--- src/chb_pkg.sv ---
// shared types, constants and the quarter-cosine table function for the heightmap brush
// no dependencies; used by chb_ctrl, chb_dp and the top level
package chb_pkg;

	localparam int MaxGrid  = 256;
	localparam int CosDepth = 256;
	localparam logic [63:0] HalfPiQ30 = 64'd1686629713;
	localparam logic [23:0] HeightMax = 24'hFFFFFF;
	localparam logic [13:0] CountMax  = 14'd16383;
	localparam logic [8:0]  MapReset  = 9'd256;
	localparam logic [5:0]  MaxRadius = 6'd63;

	typedef enum logic [3:0] {
		ST_CLEAR,
		ST_IDLE,
		ST_READ,
		ST_SETUP,
		ST_POINT,
		ST_SEARCH,
		ST_GAIN,
		ST_WRITE,
		ST_RESP
	} state_t;

	// controller to datapath
	typedef struct packed {
		logic clr_wr;
		logic load;
		logic setup;
		logic rd_issue;
		logic pt_start;
		logic srch_step;
		logic gain;
		logic wr;
		logic advance;
		logic resp_load;
	} cmd_t;

	// datapath to controller
	typedef struct packed {
		logic clr_last;
		logic win_empty;
		logic in_disc;
		logic srch_last;
		logic last_pt;
		logic out_free;
	} sts_t;

	// taylor divisors (2n+1)(2n+2)
	function automatic logic [63:0] cos_div(input int n);
		logic [63:0] d;
		unique case (n)
			0: d = 64'd2;
			1: d = 64'd12;
			2: d = 64'd30;
			3: d = 64'd56;
			4: d = 64'd90;
			5: d = 64'd132;
			default: d = 64'd182;
		endcase
		return d;
	endfunction

	// shift-subtract quotient, evaluated at elaboration only
	function automatic logic [63:0] long_div(input logic [63:0] num, input logic [63:0] den);
		logic [63:0] quo;
		logic [63:0] rem;
		quo = '0;
		rem = '0;
		for (int i = 63; i >= 0; i--) begin
			rem = {rem[62:0], num[i]};
			if (rem >= den) begin
				rem    = rem - den;
				quo[i] = 1'b1;
			end
		end
		return quo;
	endfunction

	// quarter-cosine entry in q0.16, evaluated at elaboration only
	function automatic logic [15:0] cos_entry(input int k);
		logic [63:0] theta;
		logic [63:0] t2;
		logic [63:0] term;
		logic [63:0] pos;
		logic [63:0] neg;
		logic [63:0] c;
		theta = (64'(k) * HalfPiQ30) >> 8;
		t2    = (theta * theta) >> 30;
		term  = 64'd1 << 30;
		pos   = term;
		neg   = 64'd0;
		for (int n = 0; n < 7; n++) begin
			term = (term * t2) >> 30;
			term = long_div(term, cos_div(n));
			if ((n & 1) == 1) begin
				pos = pos + term;
			end else begin
				neg = neg + term;
			end
		end
		c = (pos > neg) ? pos - neg : 64'd0;
		c = (c + 64'd8192) >> 14;
		return (c > 64'd65535) ? 16'hFFFF : c[15:0];
	endfunction

endpackage

--- src/chb_ctrl.sv ---
// controller state machine for the heightmap brush
// depends on chb_pkg; drives chb_dp through cmd_t and watches sts_t
module chb_ctrl (
	input  logic          clk,
	input  logic          arst_n,
	input  logic          s_tvalid,
	input  logic          s_mode,
	output logic          s_tready,
	input  chb_pkg::sts_t sts,
	output chb_pkg::cmd_t cmd
);

	chb_pkg::state_t state_q, state_d;

	// state register
	always_ff @(posedge clk or negedge arst_n) begin
		if (!arst_n) begin
			state_q <= chb_pkg::ST_CLEAR;
		end else begin
			state_q <= state_d;
		end
	end

	// next state and commands
	always_comb begin
		state_d  = state_q;
		cmd      = '0;
		s_tready = 1'b0;
		unique case (state_q)
			chb_pkg::ST_CLEAR: begin
				cmd.clr_wr = 1'b1;
				if (sts.clr_last) state_d = chb_pkg::ST_IDLE;
			end
			chb_pkg::ST_IDLE: begin
				s_tready = 1'b1;
				if (s_tvalid) begin
					cmd.load = 1'b1;
					state_d  = s_mode ? chb_pkg::ST_READ : chb_pkg::ST_SETUP;
				end
			end
			chb_pkg::ST_READ: begin
				cmd.rd_issue = 1'b1;
				state_d      = chb_pkg::ST_RESP;
			end
			chb_pkg::ST_SETUP: begin
				cmd.setup = 1'b1;
				state_d   = sts.win_empty ? chb_pkg::ST_RESP : chb_pkg::ST_POINT;
			end
			chb_pkg::ST_POINT: begin
				cmd.pt_start = 1'b1;
				if (sts.in_disc) begin
					state_d = chb_pkg::ST_SEARCH;
				end else begin
					cmd.advance = 1'b1;
					if (sts.last_pt) state_d = chb_pkg::ST_RESP;
				end
			end
			chb_pkg::ST_SEARCH: begin
				cmd.srch_step = 1'b1;
				if (sts.srch_last) state_d = chb_pkg::ST_GAIN;
			end
			chb_pkg::ST_GAIN: begin
				cmd.gain = 1'b1;
				state_d  = chb_pkg::ST_WRITE;
			end
			chb_pkg::ST_WRITE: begin
				cmd.wr      = 1'b1;
				cmd.advance = 1'b1;
				state_d     = sts.last_pt ? chb_pkg::ST_RESP : chb_pkg::ST_POINT;
			end
			chb_pkg::ST_RESP: begin
				if (sts.out_free) begin
					cmd.resp_load = 1'b1;
					state_d       = chb_pkg::ST_IDLE;
				end
			end
			default: state_d = chb_pkg::ST_IDLE;
		endcase
	end

endmodule

--- config.mk ---
export PLATFORM = sky130hd
export DESIGN_NAME = chb_ctrl
export DESIGN_NICKNAME = d
export VERILOG_FILES = /design/src/chb_pkg.sv /design/src/chb_ctrl.sv
export SDC_FILE = /design/constraint.sdc
export NUM_CORES = 1
export LEC_CHECK = 0
export ABC_AREA = 1
export BUFFER_PORTS_ARGS = -buffer_cell sky130_fd_sc_hd__buf_2
export CORE_UTILIZATION = 30
export DETAILED_ROUTE_END_ITERATION = 8
export SKIP_LAST_GASP = 1
export SLEW_MARGIN = 30
export SYNTH_ARGS = -nofsm -noshare
export SYNTH_HDL_FRONTEND = slang
export SYNTH_SLANG_ARGS = --single-unit
export TNS_END_PERCENT = 100
--- constraint.sdc ---
create_clock -name clk -period 1.3 [get_ports clk]
set_clock_uncertainty 0.15 [all_clocks]
set_input_delay 0.26 -clock clk [delete_from_list [all_inputs] [get_ports clk]]
set_output_delay 0.26 -clock clk [all_outputs]
set_load 0.02 [all_outputs]
# Word level (Yosys, flattened, before mapping)
# Index checks and enable logic that the tools add are counted.
# op_classes
n_addsub	0
multipliers	0
div_mod_pow	0
order_cmp	0
n_eq_ne	13
shift	0
n_mux	24
n_bitwise	0
reduce_logical	2
# ops
cell	n
4-bit one-hot mux with 9 select lines	1
4-bit 2-to-1 mux	8
4-bit by 3-bit == test with 1-bit output (second input constant)	4
1-bit 2-to-1 mux	14
4-bit by 2-bit == test with 1-bit output (second input constant)	2
2-bit inequality test (second input constant)	4
5-bit AND reduction	1
4-bit by 1-bit == test with 1-bit output (second input constant)	1
4-bit == test (second input constant)	1
4-bit logical NOT	1
3-bit inequality test (second input constant)	1
1-bit one-hot mux with 2 select lines	1
# totals
regBits	4
latch_bits	0
ram_bits	0
rom_bits	0
in_bits	10
out_inout_bits	11
wordCells	40
n_memories	0

# Longest topological paths before layout
# Gate-level depths: netlist of the first run.
# logic_depth
word_depth	3
mapped_depth	9
depth_no_buf	9

# Worst setup path after synthesis of the first run
# OpenSTA, ideal clock, no wires.
# synth_timing
path_type	reg-to-output
start	register state_q[0]
end	output port cmd[0] (netlist bit)
t_arrival_ns	1.346
required_time_ns	0.890
slack_ns	-0.456
path_stages_with_launch	4
path_buffers	0
cell_sequence	dfrtp_1 nor2_2 inv_2 nor4_1
# synth_rtl
element	line	text
start: declaration	chb_ctrl.sv:13	chb_pkg::state_t state_q, state_d;
start signal: assignment	chb_ctrl.sv:18	state_q <= chb_pkg::ST_CLEAR;
start signal: assignment	chb_ctrl.sv:20	state_q <= state_d;
end: declaration	chb_ctrl.sv:10	output chb_pkg::cmd_t cmd

==> results of run 1 <==
power groups by stage:
stage	Sequential [mW]	Combinational (mW)	Clock, mW
floorplan	0.305	0.816	0
global placement	0.307	1.24	0
detailed placement	0.308	1.24	0
CTS	0.320	1.59	0.177
global route	0.333	1.96	0.180
finish	0.324	1.82	0.166
kinds of logic (layout without fill, tap and decap cells):
family / count (synthesis) / in the layout
AND/OR/NAND/NOR: 52 / 52
buffers and inverters: 20 / 65
AO/OA/AOI/OAI: 4 / 4
flip-flops: 4 / 4
worst paths after layout:
check	from	to	cells past startpoint	slack, ns
worst min-delay path	arst_n	state_q[0]	2	0.21
worst max-delay path	state_q[0]	cmd[9]	5	-0.38
min in group clk	sts[1]	state_q[3]	5	0.29
worst max register to register	state_q[0]	state_q[2]	9	-0.28
worst min register to register	state_q[0]	state_q[0]	2	0.44
max in group asynchronous	arst_n	state_q[2]	2	0.66
repair_timing:
item / CTS / global route
pin swaps: 4 / 7
gates resized for setup: 29 / 9
setup endpoints to repair: 15 / 15
gates cloned: 0 / 0
hold buffers: 1 / 0
hold endpoints to repair: 4 / 0
setup buffers: 9 / 4
cells in the final DEF (no fill, tap or decap):
master,count
sky130_fd_sc_hd__buf_4,21
sky130_fd_sc_hd__nand2_1,15
sky130_fd_sc_hd__inv_1,12
sky130_fd_sc_hd__buf_2,11
sky130_fd_sc_hd__nor2_4,8
sky130_fd_sc_hd__nor2_1,8
sky130_fd_sc_hd__nand2_2,7
sky130_fd_sc_hd__buf_6,7
sky130_fd_sc_hd__inv_2,6
sky130_fd_sc_hd__nand3_2,4
sky130_fd_sc_hd__dfrtp_2,4
sky130_fd_sc_hd__nand3_1,3
sky130_fd_sc_hd__clkbuf_4,3
sky130_fd_sc_hd__nand2_4,2
sky130_fd_sc_hd__inv_4,2
sky130_fd_sc_hd__o211ai_1,2
sky130_fd_sc_hd__nor3_2,1
sky130_fd_sc_hd__o21ai_4,1
sky130_fd_sc_hd__nor4_4,1
sky130_fd_sc_hd__nor2_2,1
sky130_fd_sc_hd__nand4_1,1
sky130_fd_sc_hd__a21oi_1,1
sky130_fd_sc_hd__nand3_4,1
sky130_fd_sc_hd__clkbuf_1,1
sky130_fd_sc_hd__dlygate4sd3_1,1
sky130_fd_sc_hd__buf_12,1
area by class of cell:
type / instances / area, um^2
Sequential cell: 4 / 105
Timing Repair Buffer: 41 / 322
Fill cell: 106 / 387
Clock buffer: 4 / 26.3
Multi-Input combinational cell: 56 / 395
Inverter: 20 / 80.1
Tap cell: 15 / 18.8
per-stage QoR:
| step | instances | setup slack, ns | util, % |
|---|---|---|---|
| floorplan | 80 | -0.174 | - |
| global placement | 124 | -0.178 | 52.3 |
| detailed placement | 124 | -0.193 | 52.3 |
| CTS | 137 | -0.377 | 66.3 |
| global route | 140 | -0.464 | 71.0 |
| finish | 140 | -0.383 | 71.0 |
metal layers:
metal / track usage, % / part of all wire (%) / up-vias
li1: - / - / 335
met1: 25.8 / 42 / 290
met2: 34.1 / 55 / 15
met3: 0 / 2.2 / 2
met4: 10.0 / 0.95 / 0
met5: 0 / 0 / -
==> summary by stage, run 1 <==
STA
The maximum clock frequency is 0.594 GHz. The number of max-slew violations in the final report is 0. After layout, the worst setup slack is -0.383 ns.

The worst slew slack as a fraction of its limit is 82.1%. Setup repair after global routing could not meet its margin everywhere. The worst path uses 129% of the clock period.

The worst hold slack after final layout is between 0.2 and 0.25 ns. The total count of hold-check failures in the final report came to 0. For the finished layout, the period the worst path requires is 1.68 ns.

The slew at the pin closest to its max-slew limit is around 0.27 ns. In the final timing run, aggregate negative setup slack is -4.58 ns. Setup violations remaining at the end of the flow were counted as 15.

Critical path
The largest single stage delay on the critical path is ~0.45 ns. The biggest fanout along the worst timing path is 5. At the worst endpoint, the required time is 0.89 ns. The startpoint type of the worst setup path is a flop. The signal on the critical path passes through nor2_4, inv_4, buf_4, nor2_1, buf_4. In this design, the critical path's most frequently occurring cell is sky130_fd_sc_hd__buf_4. The type of the worst setup path is reg -> out. The type of destination of the critical path is an output port. The cell at the slowest stage of the critical path is sky130_fd_sc_hd__dfrtp_2.

The signal arrival time at the worst endpoint is around 1.3 ns. The number of buffers and inverters on the critical path is 3. The kind of cell adding the most delay to the critical path is flip-flops.

CTS
The clock transition at the registers of the reported paths is 0.04 ns. TritonCTS built the clock tree. The number of clock sinks is 4. The cell at the root of the clock tree is sky130_fd_sc_hd__clkbuf_4. The number of clock buffers added by TritonCTS is 3. For the worst-skew pair, the clock arrives at the later sink with an insertion delay of 0.23 ns. In this run the number of H-tree levels came out at 1. Counting along the longest clock path gives a buffer depth of 2.

Floorplan
The die height is 40.5 um. The number of cell rows is 13. The overall die area is 1640 um^2. From left edge to right edge, the die measures 40.5 um. The boundary pin count is 21.

The effective utilization at floorplan is approximately 33%. The floorplan core area is roughly 1300 um^2.

Global routing
The total overflow reported by the global router is 0. The number of antenna violations at the first check in global routing is 0. The via count of the first global-routing pass is 530. The largest net degree at the start of global routing is 6. The overall routing resource usage is 20.0%.

The wire length of the first global-routing pass is around 2100 um.

Yosys
The compound-gate portion of the synthesized area is roughly 5.6%. The fraction of synthesized cell area in xor and xnor cells is 0%. Among all cell types in the netlist, the one instantiated most often is sky130_fd_sc_hd__nand2_1. Each instance of the synthesized netlist takes up on average 5.55 um^2.

The cell area that synthesis handed to floorplanning was 444 um^2. The register area share after synthesis is 22.5%. The mux cell area share after synthesis is 0%. The share of synthesized cell area in and, or, nand and nor gates is 54.9%. In this run, synthesis inferred 0 flip-flops with an integrated enable.

The number of different library cells used by synthesis comes to 15. The dominant combinational cell family by area after synthesis is simple AND/OR/NAND/NOR gates. The number of storage elements in the synthesis netlist is 4. The share of Yosys cell area claimed by the top area cell type is 22.5%. The synthesized net count is 90. The synthesized netlist devotes 0% of its cell area to adder and majority cells. By area the synthesized netlist is led by sky130_fd_sc_hd__dfrtp_1 23%, sky130_fd_sc_hd__nand2_1 18%, sky130_fd_sc_hd__inv_1 14%. For this run, asynchronously set or reset flops after synthesis account for 100%. The commonest cells after synthesis are 21 x sky130_fd_sc_hd__nand2_1, 16 x sky130_fd_sc_hd__inv_1, 11 x sky130_fd_sc_hd__nor2_1, 8 x sky130_fd_sc_hd__nand3_1. Synthesis produced 80 cells. The dominant register cell in the synthesized netlist is sky130_fd_sc_hd__dfrtp_1. The biggest area contributor in the post-synthesis netlist is sky130_fd_sc_hd__dfrtp_1.

The Yosys step of the flow raised 0 warnings.

Layout
The fraction of layout instances using a drive strength above 1 is 64.8%. The register name with the most flops is state_q. The repair_antennas step left the layout with diodes totalling 0.

The largest registers in the layout are state_q (4). The net count of the finished layout is 136. The register with the most flip-flops in the layout has 4 of them.

The total non-filler cell area in the finished layout is 947 um^2. The area growth from synthesis to layout is 113%.

Pwr
The combinational group share of total power is about four fifths. The leakage power is between 0.5 and 0.6 nW. The switching component of the power is 1.14 mW. The net switching fraction of the power is 49.5%. The power density over the cells is 2430 nW/um^2. The share of total power dissipated in sequential elements is between 10% and 20%. Internal power comes to between 1 and 1.5 mW. The worst ir drop on vdd is approximately 1500 uV.

The clock network burns under 10% of the power. After layout, the design draws a total of 2.31 mW.

Status
The run finished, with violations left. The checks that failed: setup timing.

Placement
The instance area after placement is 698 um^2. The weighted congestion reported at the end of routability-driven placement is 0.858. Buffers placed on the I/O ports in this run total 20.

The HPWL after detailed placement is just over 1000 um.

Routing
For this run, the detailed router's first-pass iteration total came to 4. The wire length per cell after detailed routing is 10.5 um. The number of remaining DRC errors is 0. The aggregate routed wire length is 1470 um. In this run, the number of DRC markers left after iteration 0 of detailed routing was 12. The via density per instance is 4.59. The routed layout has about 640 vias. In this run the remaining antenna-violating nets after routing total 0.

Min path
The path category of the worst min-delay check is in -> async.

Run
The number of maximum-capacitance constraint violations is 0.
(Power assumes the default switching activity.)
==> run 2: changes to the inputs <==
--- a/config.mk
+++ b/config.mk
@@ -6,7 +6,7 @@
 export NUM_CORES = 1
 export LEC_CHECK = 0
 export ABC_AREA = 1
-export BUFFER_PORTS_ARGS = -buffer_cell sky130_fd_sc_hd__buf_2
+export BUFFER_PORTS_ARGS = -buffer_cell sky130_fd_sc_hd__buf_4
 export CORE_UTILIZATION = 30
 export DETAILED_ROUTE_END_ITERATION = 8
 export SKIP_LAST_GASP = 1
==> summary by stage, run 2 (synthesized netlist as in run 1, its figures left out) <==
Layout
The antenna diode count is 0 (unchanged). The post-route core utilization is 78.7% (was 71.0%). The final cell count without fillers is 146 (was 140). The total non-filler cell area in the finished layout is 1050 um^2 (was 947 um^2). The flip-flop count of the largest register, all copies and words added is 4 (unchanged). The multi-input combinational cell area is 402 um^2 (was 395 um^2). Top Registers: state_q (4) (unchanged). The fraction of layout instances using a drive strength above 1 is 67.2% (was 64.8%). The count of fill cells added during filler insertion is 89 (was 106). Most used cells in the layout excluding fill and tap cells: 34 x sky130_fd_sc_hd__buf_4, 15 x sky130_fd_sc_hd__nand2_1, 10 x sky130_fd_sc_hd__inv_1, 10 x sky130_fd_sc_hd__buf_6 (was 21 x sky130_fd_sc_hd__buf_4, 15 x sky130_fd_sc_hd__nand2_1, 12 x sky130_fd_sc_hd__inv_1). The relative area change from synthesis to final layout is 136% (was 113%). The number of nets at the end of the flow came to 142 (was 136). The sequential cell area is 105 um^2 (unchanged). The register name with the most flops is state_q (unchanged). The most common cell after layout, fill and taps aside is sky130_fd_sc_hd__buf_4 (unchanged).

STA
The number of max-slew violations in the final report is 0 (unchanged). The minimum period implied by the final worst setup slack is 1.73 ns (was 1.68 ns). The final number of setup-violating endpoints is 15 (unchanged). The total count of hold-check failures in the final report is 0 (unchanged). The final sum of negative setup slack is -4.87 ns (was -4.58 ns). The slew at the pin closest to its max-slew limit is 0.225 ns (was 0.267 ns). The worst slew slack as a fraction of its limit is 85.0% (was 82.1%). Unrepaired setup endpoints after global routing: yes (unchanged). The maximum clock frequency came to 0.577 GHz (was 0.594 GHz). The share of the cycle needed by the critical path after routing is 133% (was 129%). The final setup slack of the worst path is -0.434 ns (was -0.383 ns).

Routing
The aggregate routed wire length is 1910 um (was 1470 um). The number of remaining DRC errors is 0 (unchanged). The wire length per cell after detailed routing is 13.1 um (was 10.5 um). The via count came to 701 (was 642).

The number of nets still failing antenna checks after routing is 0 (unchanged). The DRC marker count from the first detailed-route iteration is 12 (unchanged). The via density per instance came to 4.80 (was 4.59). The total iterations of the first detailed-routing run is 4 (unchanged).

Critical path
The startpoint type of the worst setup path is a flop (unchanged). The worst endpoint required time is 0.89 ns (about the same). The worst-case register-to-register setup slack is -0.37 ns (was -0.28 ns). The type of destination of the critical path was an output port (unchanged). The biggest fanout along the worst timing path is 3 (was 5). The signal arrival time at the worst endpoint is 1.32 ns (was 1.27 ns). The type of the worst setup path is reg -> out (unchanged).

The depth of the worst register-to-register path is 10 (was 9).

Pwr
The switching component of the power is 1.22 mW (was 1.14 mW). The part of the power in registers came to 14.0% (was 14.1%). The net switching fraction of the power is 49.2% (was 49.5%). The part of the power in the clock network is 6.6% (was 7.2%). The combinational group share of total power was 79.3% (was 78.8%). The power density over the cells is 2370 nW/um^2 (was 2430 nW/um^2). The internal power of the cells is 1.26 mW (was 1.16 mW).

The final total power is 2.49 mW (was 2.31 mW). The worst ir drop on vdd is 1470 uV (was 1490 uV). The leakage power came to 0.567 nW (was 0.534 nW).

Floorplan
The floorplan core area was 1330 um^2 (unchanged). The die height came to 40.5 um (unchanged). The effective utilization at floorplan is 33.3% (unchanged). The number of cell rows came to 13 (unchanged). The die width is 40.5 um (unchanged). The overall die area was 1640 um^2 (unchanged). The boundary pin count came to 21 (unchanged).

CTS
The number of clock sinks is 4 (unchanged). The number of levels the H-tree was split into is 1 (unchanged). The clock transition at the registers of the reported paths is 0.04 ns (about the same). The clock tree buffer depth is 2 (unchanged).

The cell at the root of the clock tree is sky130_fd_sc_hd__clkbuf_4 (unchanged). The clock insertion delay at the later pin of the skew report was 0.23 ns (about the same). The CTS buffer count came to 3 (unchanged).

The clock tree from TritonCTS is done (unchanged).

Global routing
The total overflow reported by the global router came to 0 (unchanged). The wire length of the first global-routing pass is 2410 um (was 2140 um). The largest net degree at the start of global routing is 6 (unchanged).

The overall routing resource usage is 22.3% (was 20.0%). The via count of the first global-routing pass is 597 (was 530). The number of antenna violations at the first check in global routing came to 0 (unchanged).

Status
Status: finished, violations left (unchanged). Violated checks: setup timing (unchanged).

Placement
The cell count after placement is 126 (was 124). The number of buffer cells added on primary ports is 20 (unchanged). The weighted congestion reported at the end of routability-driven placement is 0.798 (was 0.858). The instance area after placement is 776 um^2 (was 698 um^2).

The half-perimeter wire length after placement is 1030 um (about the same).

Min path
The path category of the worst min-delay check was in -> async (unchanged).

Run
The number of maximum-capacitance constraint violations was 0 (unchanged).
[run 2: what timing repair did]
item,CTS,global route
buffers inserted,13,5
setup endpoints to repair,15,15
endpoints found under the hold margin,4,0
hold buffers,1,0
pin swaps,12,8
gates cloned,0,0
gates resized for setup,22,12
[run 2: final timing paths]
check                                 from          to
worst max-delay path            state_q[1]      cmd[1]
worst min-delay path                arst_n  state_q[0]
worst max register to register  state_q[1]  state_q[3]
worst min register to register  state_q[2]  state_q[2]
max in group asynchronous           arst_n  state_q[2]
min in group clk                    sts[1]  state_q[3]
[run 2: critical path, stage by stage (launching register included)]
cell and delay [ns]:
sky130_fd_sc_hd__dfrtp_2 0.46, sky130_fd_sc_hd__nor2_4 0.17, sky130_fd_sc_hd__inv_4 0.06, sky130_fd_sc_hd__nor2_4 0.11, sky130_fd_sc_hd__nand2_2 0.09, sky130_fd_sc_hd__o21ai_4 0.07, sky130_fd_sc_hd__buf_6 0.13
[run 2: area by class of cell]
type | instances | share of cell area (%)
Timing Repair Buffer | 47 | 39.8
Multi-Input combinational cell | 56 | 38.3
Sequential cell | 4 | 10.0
Inverter | 20 | 7.63
Clock buffer | 4 | 2.50
Tap cell | 15 | 1.79
[run 2: power by group through the flow]
stage	Combinational, mW	Clock, mW	Sequential [mW]
2_1_floorplan	0.816	0	0.305
3_3_place_gp	1.37	0	0.317
3_5_place_dp	1.37	0	0.314
4_1_cts	1.68	0.175	0.335
5_1_grt	2.11	0.175	0.357
6_report	1.97	0.165	0.349
[run 2: layer usage]
layer / track usage, % / part of all wire (%)
met1: 25.5 / 40
met3: 0 / 3.0
met4: 7.50 / 2.7
met2: 43.7 / 55
met5: 0 / 0
[run 2: metrics by stage]
step / setup slack (ns) / hold WS [ns]
after global placement: -0.156 / -0.0928
final: -0.434 / 0.209
after global routing: -0.476 / 0.216
after floorplan: -0.174 / -0.186
after CTS: -0.397 / 0.193
after detailed placement: -0.178 / -0.0913
==> run 3: changes to the inputs <==
--- a/config.mk
+++ b/config.mk
@@ -7,7 +7,9 @@
 export LEC_CHECK = 0
 export ABC_AREA = 1
 export BUFFER_PORTS_ARGS = -buffer_cell sky130_fd_sc_hd__buf_4
+export CORE_MARGIN = 1.5
 export CORE_UTILIZATION = 30
+export CTS_BUF_LIST = sky130_fd_sc_hd__clkbuf_16
 export DETAILED_ROUTE_END_ITERATION = 8
 export SKIP_LAST_GASP = 1
 export SLEW_MARGIN = 30
==> summary by stage, run 3 (synthesized netlist as in run 1, its figures left out) <==
Status
Status: finished, violations left (unchanged). Violated checks: setup timing (unchanged).

STA
Unrepaired setup endpoints after global routing: yes (unchanged). The number of max-slew violations in the final report was 0 (unchanged). The minimum period implied by the final worst setup slack was 1.66 ns (was 1.73 ns). The slew at the pin closest to its max-slew limit was 0.199 ns (was 0.225 ns). The worst slew slack as a fraction of its limit was 86.7% (was 85.0%).

The total count of hold-check failures in the final report is 0 (unchanged). The share of the cycle needed by the critical path after routing is 128% (was 133%). The worst hold slack after final layout is 0.223 ns (was 0.209 ns). The maximum clock frequency is 0.603 GHz (was 0.577 GHz). The final setup slack of the worst path came to -0.358 ns (was -0.434 ns). The final number of setup-violating endpoints is 15 (unchanged).

Routing
The via count is 702 (was 701). The via density per instance is 4.71 (was 4.80). The number of nets still failing antenna checks after routing is 0 (unchanged). The wire length per cell after detailed routing is 11.7 um (was 13.1 um).

The DRC marker count from the first detailed-route iteration is 5 (was 12). The number of remaining DRC errors was 0 (unchanged). The aggregate routed wire length is 1740 um (was 1910 um). The total iterations of the first detailed-routing run was 5 (was 4).

CTS
The cell at the root of the clock tree is sky130_fd_sc_hd__clkbuf_16 (was sky130_fd_sc_hd__clkbuf_4). The number of levels the H-tree was split into is 1 (unchanged). The CTS buffer count is 3 (unchanged).

The number of clock sinks is 4 (unchanged). The clock transition at the registers of the reported paths is 0.03 ns (was 0.04 ns). The clock insertion delay at the later pin of the skew report is 0.22 ns (was 0.23 ns).

The clock tree buffer depth came to 2 (unchanged). The clock tree from TritonCTS is done (unchanged).

Layout
The number of nets at the end of the flow is 145 (was 142). The register name with the most flops is state_q (unchanged). The most common cell after layout, fill and taps aside is sky130_fd_sc_hd__buf_4 (unchanged). Most used cells in the layout excluding fill and tap cells: 33 x sky130_fd_sc_hd__buf_4, 16 x sky130_fd_sc_hd__buf_6, 14 x sky130_fd_sc_hd__nand2_1 (was 34 x sky130_fd_sc_hd__buf_4, 15 x sky130_fd_sc_hd__nand2_1, 10 x sky130_fd_sc_hd__inv_1, 10 x sky130_fd_sc_hd__buf_6).

Top Registers: state_q (4) (unchanged). The antenna diode count was 0 (unchanged). The count of fill cells added during filler insertion was 69 (was 89).

The final cell count without fillers is 149 (was 146). The relative area change from synthesis to final layout is 152% (was 136%). The fraction of layout instances using a drive strength above 1 is 70.9% (was 67.2%). The flip-flop count of the largest register, all copies and words added is 4 (unchanged).

Pwr
The part of the power in the clock network came to 17.0% (was 6.6%). The switching component of the power is 1.24 mW (was 1.22 mW). The worst ir drop on vdd was 1930 uV (was 1470 uV). The net switching fraction of the power is 43.8% (was 49.2%). The internal power of the cells is 1.58 mW (was 1.26 mW). The part of the power in registers was 11.4% (was 14.0%). The combinational group share of total power is 71.6% (was 79.3%). The leakage power is 0.609 nW (was 0.567 nW). The power density over the cells is 2520 nW/um^2 (was 2370 nW/um^2).

Critical path
The worst endpoint required time is 0.89 ns (about the same). The type of destination of the critical path is an output port (unchanged). The biggest fanout along the worst timing path is 5 (was 3). The signal arrival time at the worst endpoint is 1.25 ns (was 1.32 ns).

The type of the worst setup path is reg -> out (unchanged). The startpoint type of the worst setup path was a flop (unchanged).

Placement
The half-perimeter wire length after placement is 1050 um (was 1030 um). The placement-stage worst setup slack came to -0.188 ns (was -0.178 ns). The cell count after placement is 128 (was 126).

The number of buffer cells added on primary ports was 20 (unchanged). The weighted congestion reported at the end of routability-driven placement came to 0.797 (was 0.798).

Floorplan
The die height is 41.5 um (was 40.5 um). The number of cell rows is 13 (unchanged). The effective utilization at floorplan is 33.3% (unchanged). The boundary pin count is 21 (unchanged).

The overall die area is 1720 um^2 (was 1640 um^2). The die width was 41.5 um (was 40.5 um). The floorplan core area is 1330 um^2 (unchanged).

Min path
The path category of the worst min-delay check was in -> async (unchanged).

Global routing
The wire length of the first global-routing pass is 3000 um (was 2410 um). The total overflow reported by the global router was 0 (unchanged). The largest net degree at the start of global routing is 6 (unchanged).

The overall routing resource usage is 22.5% (was 22.3%). The number of antenna violations at the first check in global routing came to 0 (unchanged). The via count of the first global-routing pass was 701 (was 597).

Run
The number of maximum-capacitance constraint violations is 0 (unchanged).
-- run 3: cell types whose count changed in the layout (fill, tap and decap cells not counted), sizes merged --
cell | before | now
inv | 20 | 21
clkbuf | 4 | 3
buf | 46 | 49
-- run 3: path summary, 6_finish.rpt --
| check | startpoint | end | slack [ns] | cells after the start |
|---|---|---|---|---|
| max | state_q[0] | cmd[1] | -0.36 | 6 |
| max in group asynchronous | arst_n | state_q[2] | 0.66 | 2 |
| min reg2reg | state_q[0] | state_q[0] | 0.44 | 2 |
| min in group clk | sts[1] | state_q[3] | 0.25 | 5 |
| min | arst_n | state_q[1] | 0.22 | 2 |
| max reg2reg | state_q[0] | state_q[3] | -0.29 | 10 |
-- run 3: through the flow --
stage          total power, mW  area, um^2  utilization, %  TNS, ns
2_1_floorplan             1.12         512               -   -0.789
3_3_place_gp              1.68         778            58.3    -1.82
3_5_place_dp              1.69         778            58.3    -2.07
4_1_cts                   2.63        1040            78.1    -4.12
5_1_grt                   3.01        1120            83.8    -5.21
6_report                  2.82        1120            83.8    -4.41
-- run 3: routing by layer --
layer	track usage (%)	vias up	wire, um
li1	-	352	-
met1	29.4	333	823
met2	35.0	15	861
met3	4.78	2	40
met4	11.0	0	17
met5	0	-	0
-- run 3: area by class of cell --
| cell class | instances | area, um^2 | area share [%] |
|---|---|---|---|
| repair buffers | 50 | 438 | 39.2 |
| well taps | 15 | 18.8 | 1.68 |
| multi-input cells | 56 | 397 | 35.5 |
| flip-flops and latches | 4 | 105 | 9.41 |
| clock buffers | 3 | 75.1 | 6.72 |
| clock inverters | 1 | 3.75 | 0.336 |
| inverters | 20 | 80.1 | 7.17 |
-- run 3: critical path, cell delays in order, from the launching register on --
cell and delay, ns:
sky130_fd_sc_hd__dfrtp_2 0.45, sky130_fd_sc_hd__nor2_4 0.16, sky130_fd_sc_hd__inv_4 0.06, sky130_fd_sc_hd__nor2_4 0.09
sky130_fd_sc_hd__nand2_2 0.08, sky130_fd_sc_hd__o21ai_4 0.06, sky130_fd_sc_hd__buf_6 0.13
-- run 3: power by group through the flow --
stage               Clock [mW]  Sequential (mW)  Combinational, mW
global placement             0            0.309               1.37
detailed placement           0            0.308               1.38
floorplan                    0            0.305              0.816
finish                   0.480            0.322               2.02
CTS                      0.489            0.331               1.81
global route             0.493            0.329               2.19
-- run 3: repair_timing --
| item | in CTS | in global routing |
|---|---|---|
| endpoints found under the hold margin | 4 | 0 |
| pin swaps | 16 | 8 |
| hold buffers | 1 | 0 |
| endpoints found under the setup margin | 15 | 15 |
| buffers inserted | 12 | 7 |
| gates resized for setup | 30 | 11 |
